<file path="src/sv/dda_pkg.sv">
// ----------------------------------------------------------------------------
// dda_pkg: shared types and codes for the DDA line rasterizer
// Command codes, controller states and the command/status bundles that run
// between the controller and the datapath.
// ----------------------------------------------------------------------------
package dda_pkg;

  // Command codes carried on the input tuser
  localparam logic CMD_LOAD = 1'b0;
  localparam logic CMD_STEP = 1'b1;

  // Controller states
  typedef enum logic {
    ST_IDLE,
    ST_DIV
  } dda_state_e;

  // Controller -> datapath commands
  typedef struct packed {
    logic load;      // capture endpoints, set up accumulators and divider
    logic div_step;  // one restoring-division iteration on both axes
    logic step;      // step transfer accepted: emit point if any remain
  } dda_cmd_t;

  // Datapath -> controller status
  typedef struct packed {
    logic k_zero;    // endpoints on the input give a zero step count
    logic div_last;  // current divider iteration is the final one
    logic out_stall; // output register full and not being taken
  } dda_status_t;

endpackage

</file>
<file path="src/sv/dda_ctrl.sv">
// ----------------------------------------------------------------------------
// dda_ctrl: controller for the DDA line rasterizer
// Accepts input transfers while idle and sequences the per-line division.
// ----------------------------------------------------------------------------
module dda_ctrl (
  input  logic                 clk_i,
  input  logic                 rst_ni,
  input  logic                 s_tvalid_i,
  input  logic                 s_cmd_i,
  output logic                 s_tready_o,
  input  dda_pkg::dda_status_t status_i,
  output dda_pkg::dda_cmd_t    cmd_o
);
  import dda_pkg::*;

  dda_state_e state_q, state_d;

  // State register
  always_ff @(posedge clk_i or negedge rst_ni) begin
    if (!rst_ni) begin
      state_q <= ST_IDLE;
    end else begin
      state_q <= state_d;
    end
  end

  // Next state and commands
  always_comb begin
    state_d    = state_q;
    cmd_o      = '0;
    s_tready_o = 1'b0;
    unique case (state_q)
      ST_IDLE: begin
        s_tready_o = !status_i.out_stall;
        if (s_tvalid_i && s_tready_o) begin
          if (s_cmd_i == CMD_LOAD) begin
            cmd_o.load = 1'b1;
            if (!status_i.k_zero) begin
              state_d = ST_DIV;
            end
          end else begin
            cmd_o.step = 1'b1;
          end
        end
      end
      ST_DIV: begin
        cmd_o.div_step = 1'b1;
        if (status_i.div_last) begin
          state_d = ST_IDLE;
        end
      end
      default: begin
        state_d = ST_IDLE;
      end
    endcase
  end

endmodule

</file>
<file path="src/sv/dda_dp.sv">
// ----------------------------------------------------------------------------
// dda_dp: datapath for the DDA line rasterizer
// Step count, radix-2 restoring divider for both increments, position
// accumulators with rounding, and the output register.
// ----------------------------------------------------------------------------
module dda_dp #(
  parameter int COORD_BITS = 12,
  parameter int FRAC_BITS  = 16
) (
  input  logic                  clk_i,
  input  logic                  rst_ni,
  input  dda_pkg::dda_cmd_t     cmd_i,
  output dda_pkg::dda_status_t  status_o,
  input  logic [COORD_BITS-1:0] start_x_i,
  input  logic [COORD_BITS-1:0] start_y_i,
  input  logic [COORD_BITS-1:0] end_x_i,
  input  logic [COORD_BITS-1:0] end_y_i,
  input  logic                  out_ready_i,
  output logic                  out_valid_o,
  output logic [COORD_BITS-1:0] pixel_x_o,
  output logic [COORD_BITS-1:0] pixel_y_o,
  output logic                  last_point_o
);
  import dda_pkg::*;

  localparam int ACC_W = COORD_BITS + FRAC_BITS;
  localparam int INC_W = FRAC_BITS + 2;
  localparam int Q_W   = FRAC_BITS + 1;
  localparam int REM_W = COORD_BITS + 1;
  localparam int CNT_W = $clog2(FRAC_BITS + 1);
  localparam logic [ACC_W-1:0] HALF = ACC_W'(1) << (FRAC_BITS - 1);

  logic [ACC_W-1:0]      acc_x_q, acc_y_q;
  logic [INC_W-1:0]      inc_x_q, inc_y_q;
  logic [COORD_BITS-1:0] remaining_q;
  logic [COORD_BITS-1:0] k_q;
  logic [REM_W-1:0]      rem_x_q, rem_y_q;
  logic [Q_W-1:0]        q_x_q, q_y_q;
  logic                  neg_x_q, neg_y_q;
  logic [CNT_W-1:0]      cnt_q;
  logic                  out_valid_q;
  logic [COORD_BITS-1:0] out_x_q, out_y_q;
  logic                  out_last_q;

  // Step count from the endpoints on the input
  logic [COORD_BITS-1:0] adx, ady, k_in;
  assign adx  = (end_x_i >= start_x_i) ? end_x_i - start_x_i : start_x_i - end_x_i;
  assign ady  = (end_y_i >= start_y_i) ? end_y_i - start_y_i : start_y_i - end_y_i;
  assign k_in = (adx >= ady) ? adx : ady;

  // One restoring-division iteration per axis
  logic             ge_x, ge_y;
  logic [REM_W-1:0] rsub_x, rsub_y;
  logic [Q_W-1:0]   qn_x, qn_y;
  assign ge_x   = rem_x_q >= {1'b0, k_q};
  assign ge_y   = rem_y_q >= {1'b0, k_q};
  assign rsub_x = ge_x ? rem_x_q - {1'b0, k_q} : rem_x_q;
  assign rsub_y = ge_y ? rem_y_q - {1'b0, k_q} : rem_y_q;
  assign qn_x   = {q_x_q[Q_W-2:0], ge_x};
  assign qn_y   = {q_y_q[Q_W-2:0], ge_y};

  // Signed increments from the final quotients
  logic [INC_W-1:0] qe_x, qe_y;
  assign qe_x = INC_W'(qn_x);
  assign qe_y = INC_W'(qn_y);

  // Sign-extended increments and rounded positions
  logic [ACC_W-1:0] sinc_x, sinc_y, rnd_x, rnd_y;
  assign sinc_x = {{(ACC_W-INC_W){inc_x_q[INC_W-1]}}, inc_x_q};
  assign sinc_y = {{(ACC_W-INC_W){inc_y_q[INC_W-1]}}, inc_y_q};
  assign rnd_x  = acc_x_q + HALF;
  assign rnd_y  = acc_y_q + HALF;

  logic emit;
  assign emit = cmd_i.step && (remaining_q != '0);

  // Control registers: remaining count, divider count, output valid
  always_ff @(posedge clk_i or negedge rst_ni) begin
    if (!rst_ni) begin
      remaining_q <= '0;
      cnt_q       <= '0;
      out_valid_q <= 1'b0;
    end else begin
      if (cmd_i.load) begin
        remaining_q <= k_in;
        cnt_q       <= CNT_W'(FRAC_BITS);
      end else begin
        if (emit) begin
          remaining_q <= remaining_q - 1'b1;
        end
        if (cmd_i.div_step) begin
          cnt_q <= cnt_q - 1'b1;
        end
      end
      if (emit) begin
        out_valid_q <= 1'b1;
      end else if (out_ready_i) begin
        out_valid_q <= 1'b0;
      end
    end
  end

  // Payload: accumulators, increments, divider and output register
  always_ff @(posedge clk_i) begin
    if (cmd_i.load) begin
      acc_x_q <= {start_x_i, {FRAC_BITS{1'b0}}};
      acc_y_q <= {start_y_i, {FRAC_BITS{1'b0}}};
      inc_x_q <= '0;
      inc_y_q <= '0;
      k_q     <= k_in;
      rem_x_q <= {1'b0, adx};
      rem_y_q <= {1'b0, ady};
      neg_x_q <= end_x_i < start_x_i;
      neg_y_q <= end_y_i < start_y_i;
      q_x_q   <= '0;
      q_y_q   <= '0;
    end else if (cmd_i.div_step) begin
      rem_x_q <= {rsub_x[REM_W-2:0], 1'b0};
      rem_y_q <= {rsub_y[REM_W-2:0], 1'b0};
      q_x_q   <= qn_x;
      q_y_q   <= qn_y;
      if (cnt_q == '0) begin
        inc_x_q <= neg_x_q ? (~qe_x + 1'b1) : qe_x;
        inc_y_q <= neg_y_q ? (~qe_y + 1'b1) : qe_y;
      end
    end else if (emit) begin
      acc_x_q <= acc_x_q + sinc_x;
      acc_y_q <= acc_y_q + sinc_y;
    end
    if (emit) begin
      out_x_q    <= rnd_x[ACC_W-1:FRAC_BITS];
      out_y_q    <= rnd_y[ACC_W-1:FRAC_BITS];
      out_last_q <= remaining_q == COORD_BITS'(1);
    end
  end

  // Status to the controller
  assign status_o.k_zero    = k_in == '0;
  assign status_o.div_last  = cnt_q == '0;
  assign status_o.out_stall = out_valid_q && !out_ready_i;

  assign out_valid_o  = out_valid_q;
  assign pixel_x_o    = out_x_q;
  assign pixel_y_o    = out_y_q;
  assign last_point_o = out_last_q;

endmodule

</file>
<file path="src/sv/dda_line_rasterizer.sv">
// ----------------------------------------------------------------------------
// dda_line_rasterizer: DDA line generator, top level
//
//   Channel  Dir  Beat contents
//   s_axis   in   tuser = cmd (0 load, 1 step); tdata = endpoints
//   m_axis   out  tdata = rounded point; tlast = final point of the line
//
// A step transfer's point is in the output register on the next cycle.
// A load of a zero-length line returns straight to idle; any other load
// runs the one-bit-per-cycle restoring divider for both increments and
// takes no input until it is done. Reset leaves no line loaded. Input is
// held off while the output register is full and not being taken.
// ----------------------------------------------------------------------------
module dda_line_rasterizer #(
  parameter int COORD_BITS = 12,
  parameter int FRAC_BITS  = 16
) (
  input  logic clk_i,
  input  logic rst_ni,
  // tdata: start_x, start_y, end_x, end_y (from bit 0 up), zero-padded
  input  logic [((4*COORD_BITS+7)/8)*8-1:0] s_axis_tdata_i,
  // tuser: cmd
  input  logic s_axis_tuser_i,
  input  logic s_axis_tvalid_i,
  output logic s_axis_tready_o,
  // tdata: pixel_x, pixel_y (from bit 0 up), zero-padded
  output logic [((2*COORD_BITS+7)/8)*8-1:0] m_axis_tdata_o,
  // tlast: last_point
  output logic m_axis_tlast_o,
  output logic m_axis_tvalid_o,
  input  logic m_axis_tready_i
);
  import dda_pkg::*;

  localparam int OUT_TW = ((2*COORD_BITS+7)/8)*8;

  dda_cmd_t              cmd;
  dda_status_t           status;
  logic [COORD_BITS-1:0] pixel_x, pixel_y;

  dda_ctrl u_ctrl (
    .clk_i      (clk_i),
    .rst_ni     (rst_ni),
    .s_tvalid_i (s_axis_tvalid_i),
    .s_cmd_i    (s_axis_tuser_i),
    .s_tready_o (s_axis_tready_o),
    .status_i   (status),
    .cmd_o      (cmd)
  );

  dda_dp #(
    .COORD_BITS (COORD_BITS),
    .FRAC_BITS  (FRAC_BITS)
  ) u_dp (
    .clk_i        (clk_i),
    .rst_ni       (rst_ni),
    .cmd_i        (cmd),
    .status_o     (status),
    .start_x_i    (s_axis_tdata_i[COORD_BITS-1:0]),
    .start_y_i    (s_axis_tdata_i[2*COORD_BITS-1:COORD_BITS]),
    .end_x_i      (s_axis_tdata_i[3*COORD_BITS-1:2*COORD_BITS]),
    .end_y_i      (s_axis_tdata_i[4*COORD_BITS-1:3*COORD_BITS]),
    .out_ready_i  (m_axis_tready_i),
    .out_valid_o  (m_axis_tvalid_o),
    .pixel_x_o    (pixel_x),
    .pixel_y_o    (pixel_y),
    .last_point_o (m_axis_tlast_o)
  );

  // Pack the output point
  assign m_axis_tdata_o = OUT_TW'({pixel_y, pixel_x});

endmodule

</file>
<file path="config.mk">
export PLATFORM = sky130hd
export DESIGN_NAME = dda_line_rasterizer
export DESIGN_NICKNAME = d
export VERILOG_FILES = /design/src/sv/dda_pkg.sv /design/src/sv/dda_ctrl.sv /design/src/sv/dda_dp.sv /design/src/sv/dda_line_rasterizer.sv
export SDC_FILE = /design/constraint.sdc
export NUM_CORES = 1
export LEC_CHECK = 0
export BUFFER_PORTS_ARGS = -buffer_cell sky130_fd_sc_hd__buf_2
export CORE_MARGIN = 10
export CORE_UTILIZATION = 45
export CTS_CLUSTER_DIAMETER = 100
export DETAILED_ROUTE_END_ITERATION = 16
export PLACE_DENSITY = 0.65
export SLEW_MARGIN = 20
export SYNTH_ARGS = -nofsm -noshare
export SYNTH_HDL_FRONTEND = slang
export SYNTH_HIERARCHICAL = 1
export SYNTH_SLANG_ARGS = --single-unit
</file>
<file path="constraint.sdc">
create_clock -name clk_i -period 5.8 [get_ports clk_i]
set_input_delay 1.16 -clock clk_i [delete_from_list [all_inputs] [get_ports clk_i]]
set_output_delay 1.16 -clock clk_i [all_outputs]
set_load 0.05 [all_outputs]
</file>
==> flow_metrics.py <==
metrics = {
    "finish": {
        "nets": 2132,
        "final_cell_mix": "nand2_1 (164), nor2_1 (156), ha_1 (145)",
        "area_growth_syn_to_layout_pct": 15.3,
        "antenna_cells": 0,
        "post-route-util": 0.529,
        "layout_commonest_cell": "nand2_1",
        "layout-drive-gt1-share": 0.145,
        "fill_cells": 3179,
    },
    "synth": {
        "ys_ff_latch": 208,
        "async_flop_share": 0.0913,
        "synth_nets": 1992,
        "synth_cell_type_count": 83,
        "synth_ff_type": "dfxtp_1",
        "synth_top_cells_by_area": "edfxtp_1 (17%), dfxtp_1 (13%), ha_1 (12%)",
        "synth_top_cell_by_area": "edfxtp_1",
        "syn_avg_cell_area_um2": 8.66,
        "ys_warn_count": 6,
        "synth_edf_count": 87,
        "netlist_area_um2": 15500,
        "ys_seq_area_frac": 0.332,
        "syn-instance-count": 1786,
        "synth_top_cell_area_share": 0.169,
    },
    "timing": {
        "slew_violations": 0,
        "setup_viol": 0,
        "final.setup.tns_ns": 0,
        "fin_crit_sh": 0.937,
        "finClkSkew_ns": 0.0295,
        "maxSlewHeadroom": 0.264,
        "rsz0062_at_grt": "false",
        "period_needed_ns": 5.43,
        "post-route-worst-setup-slack_ns": 0.366,
        "fmax_mhz": 184,
        "hold_violations": 0,
        "fin_hold_ws_ns": 0.458,
        "tightest_slew_ns": 1.10,
    },
    "die": {
        "die-area_um2": 42200,
        "core_area_um2": 33700,
        "die_h_um": 205,
        "num_rows": 67,
        "ios": 80,
        "start_util": 0.459,
        "die_w_um": 205,
    },
    "route": {
        "drt_first_pass_iters": 4,
        "drtIter0Drc": 747,
        "wire_per_inst_um": 17.1,
        "route.detailed.drc": 0,
        "ant_nets": 0,
        "viasPerCell": 5.63,
        "route.vias.total": 13500,
        "drt-total-wl_um": 41100,
    },
    "clock_network": {
        "clockBufferDepth": 3,
        "cts_sinks": 208,
        "cts_root_buffer": "clkbuf_16",
        "cts.repair.resized": 0,
        "clk_latency_ns": 0.56,
        "post-cts-setup-buffer-count": 0,
        "cts_made_buffers": 26,
        "clkTransAtPathRegs_ns": 0.06,
        "cts_tree": "built",
        "cts_max_level": 1,
        "hold_buffers": 0,
    },
    "worst_setup_path": {
        "path_class": "primary input to register",
        "path_max_fanout": 8,
        "cp-start-kind": "primary input",
        "cp.arrival_ns": 5.89,
        "critPathRequiredTime_ns": 6.26,
        "worstSetupEndpointType": "register",
    },
    "flow_run": {
        "max-cap-violations": 0,
    },
    "global_route": {
        "grt.total_usage": 0.192,
        "grt_pass1_wl_um": 66900,
        "antenna_found_initial": 1,
        "grt_max_degree": 174,
        "grt_pass1_vias": 13200,
        "grt-ovfl-total": 0,
    },
    "power_and_ir_drop": {
        "ir_worst_vdd_mv": 0.494,
        "p_per_area_nw_per_um2": 484,
        "cellLeakagePower_uw": 0.00803,
    },
    "placement": {
        "gp_congestion": 0.928,
        "dp_hpwl_um": 30800,
        "port-buffer-count": 79,
        "place_ws_ns": -0.136,
    },
    "min_path": {
        "hold_path.class": "register to register",
    },
    "status": {
        "outcome": "finished clean",
    },
}
==> stage by stage <==
| stage | cells | power, uW | instance area, um2 |
|---|---|---|---|
| after floorplan | 1786 | 5850 | 15500 |
| after global placement | 2346 | 6870 | 17000 |
| after detailed placement | 2346 | 7000 | 17000 |
| after CTS | 2394 | 8650 | 17800 |
| after global routing | 2394 | 9350 | 17800 |
| final | 2394 | 8630 | 17800 |
==> sequential cells by signal, indices dropped and copies added, names as in the netlist, 5 cells and up <==
signal / flops
u_dp/acc_x_q: 28
u_dp/acc_y_q: 28
u_dp/cnt_q: 5
u_dp/inc_x_q: 18
u_dp/inc_y_q: 18
u_dp/k_q: 12
u_dp/pixel_x_o: 12
u_dp/pixel_y_o: 12
u_dp/q_x_q: 16
u_dp/q_y_q: 16
u_dp/rem_x_q: 13
u_dp/rem_y_q: 13
u_dp/remaining_q: 12
==> power breakdown <==
| part | internal (uW) | total (uW) | switching, uW | leakage [uW] |
|---|---|---|---|---|
| sequential | 2160 | 2620 | 456 | 0.00191 |
| combinational | 1960 | 4420 | 2460 | 0.00569 |
| clock | 939 | 1600 | 657 | 0.000435 |
==> worst paths after layout <==
kind,cells past startpoint,slack (ns),start,end
max,23,0.37,s_axis_tdata_i[10],u_ctrl/state_q$_DFF_PN0_
min,2,0.46,u_dp/acc_x_q[9]$_SDFFE_PP0P_,u_dp/acc_x_q[9]$_SDFFE_PP0P_
max reg2reg,16,2.06,u_dp/k_q[1]$_DFFE_PP_,u_dp/inc_y_q[10]$_SDFFE_PP0P_
min reg2reg,2,0.46,u_dp/acc_x_q[9]$_SDFFE_PP0P_,u_dp/acc_x_q[9]$_SDFFE_PP0P_
max in group asynchronous,1,4.93,rst_ni,u_ctrl/state_q$_DFF_PN0_
min in group asynchronous,1,0.55,rst_ni,u_dp/cnt_q[1]$_DFFE_PN0P_
==> kinds of logic after synthesis <==
logic type,synth area share
and+or+nand+nor,0.171
AOI/OAI and AO/OA,0.201
adders and majority gates,0.128
xor gates and xnor gates,0.0730
DFF,0.332
muxes,0.0436
buffers and inverters,0.0518
==> synthesized netlist by cell type, types with 50 or more instances <==
cell type / instances
mux2i_1: 57
nor2_1: 156
edfxtp_1: 87
ha_1: 145
dfxtp_1: 102
a21oi_1: 139
xnor2_1: 79
nand2_1: 164
xor2_1: 50
inv_1: 118
clkbuf_1: 53
o21ai_0: 78
==> per-layer routing <==
metal | vias up | track usage | wire length (um)
met1 | 6365 | 0.246 | 18500
met3 | 62 | 0.0267 | 2070
met4 | 0 | 0.0480 | 894
met2 | 310 | 0.334 | 19600
li1 | 6735 | - | -
met5 | - | 0 | 0
==> critical path, cell delays in order <==
cell and delay (ns):
buf_2 0.09, inv_1 0.05, ha_1 0.34, a21oi_1 0.21
a21boi_1 0.12, or4_4 0.61, o21ai_0 0.20, o21ai_0 0.11
o221ai_1 0.22, xnor2_1 0.17, inv_1 0.07, ha_1 0.26
and4_1 0.20, nand2_1 0.06, or4_1 0.43, and2_1 0.18
or4_1 0.40, nand3_1 0.12, nor3_1 0.07, nand4_1 0.12
nor4_2 0.05, or4b_1 0.51, mux2i_1 0.14
==> final cells by class <==
class / instances / area [um2] / share of cell area
clock inverters: 15 / 123 / 0.00688
clock buffers: 33 / 729 / 0.0409
flip-flops and latches: 208 / 5130 / 0.288
repair buffers: 192 / 1260 / 0.0705
multi-input cells: 1379 / 9580 / 0.538
well taps: 448 / 561 / 0.0314
inverters: 119 / 447 / 0.0251
Power figures use the tool's default switching activity.
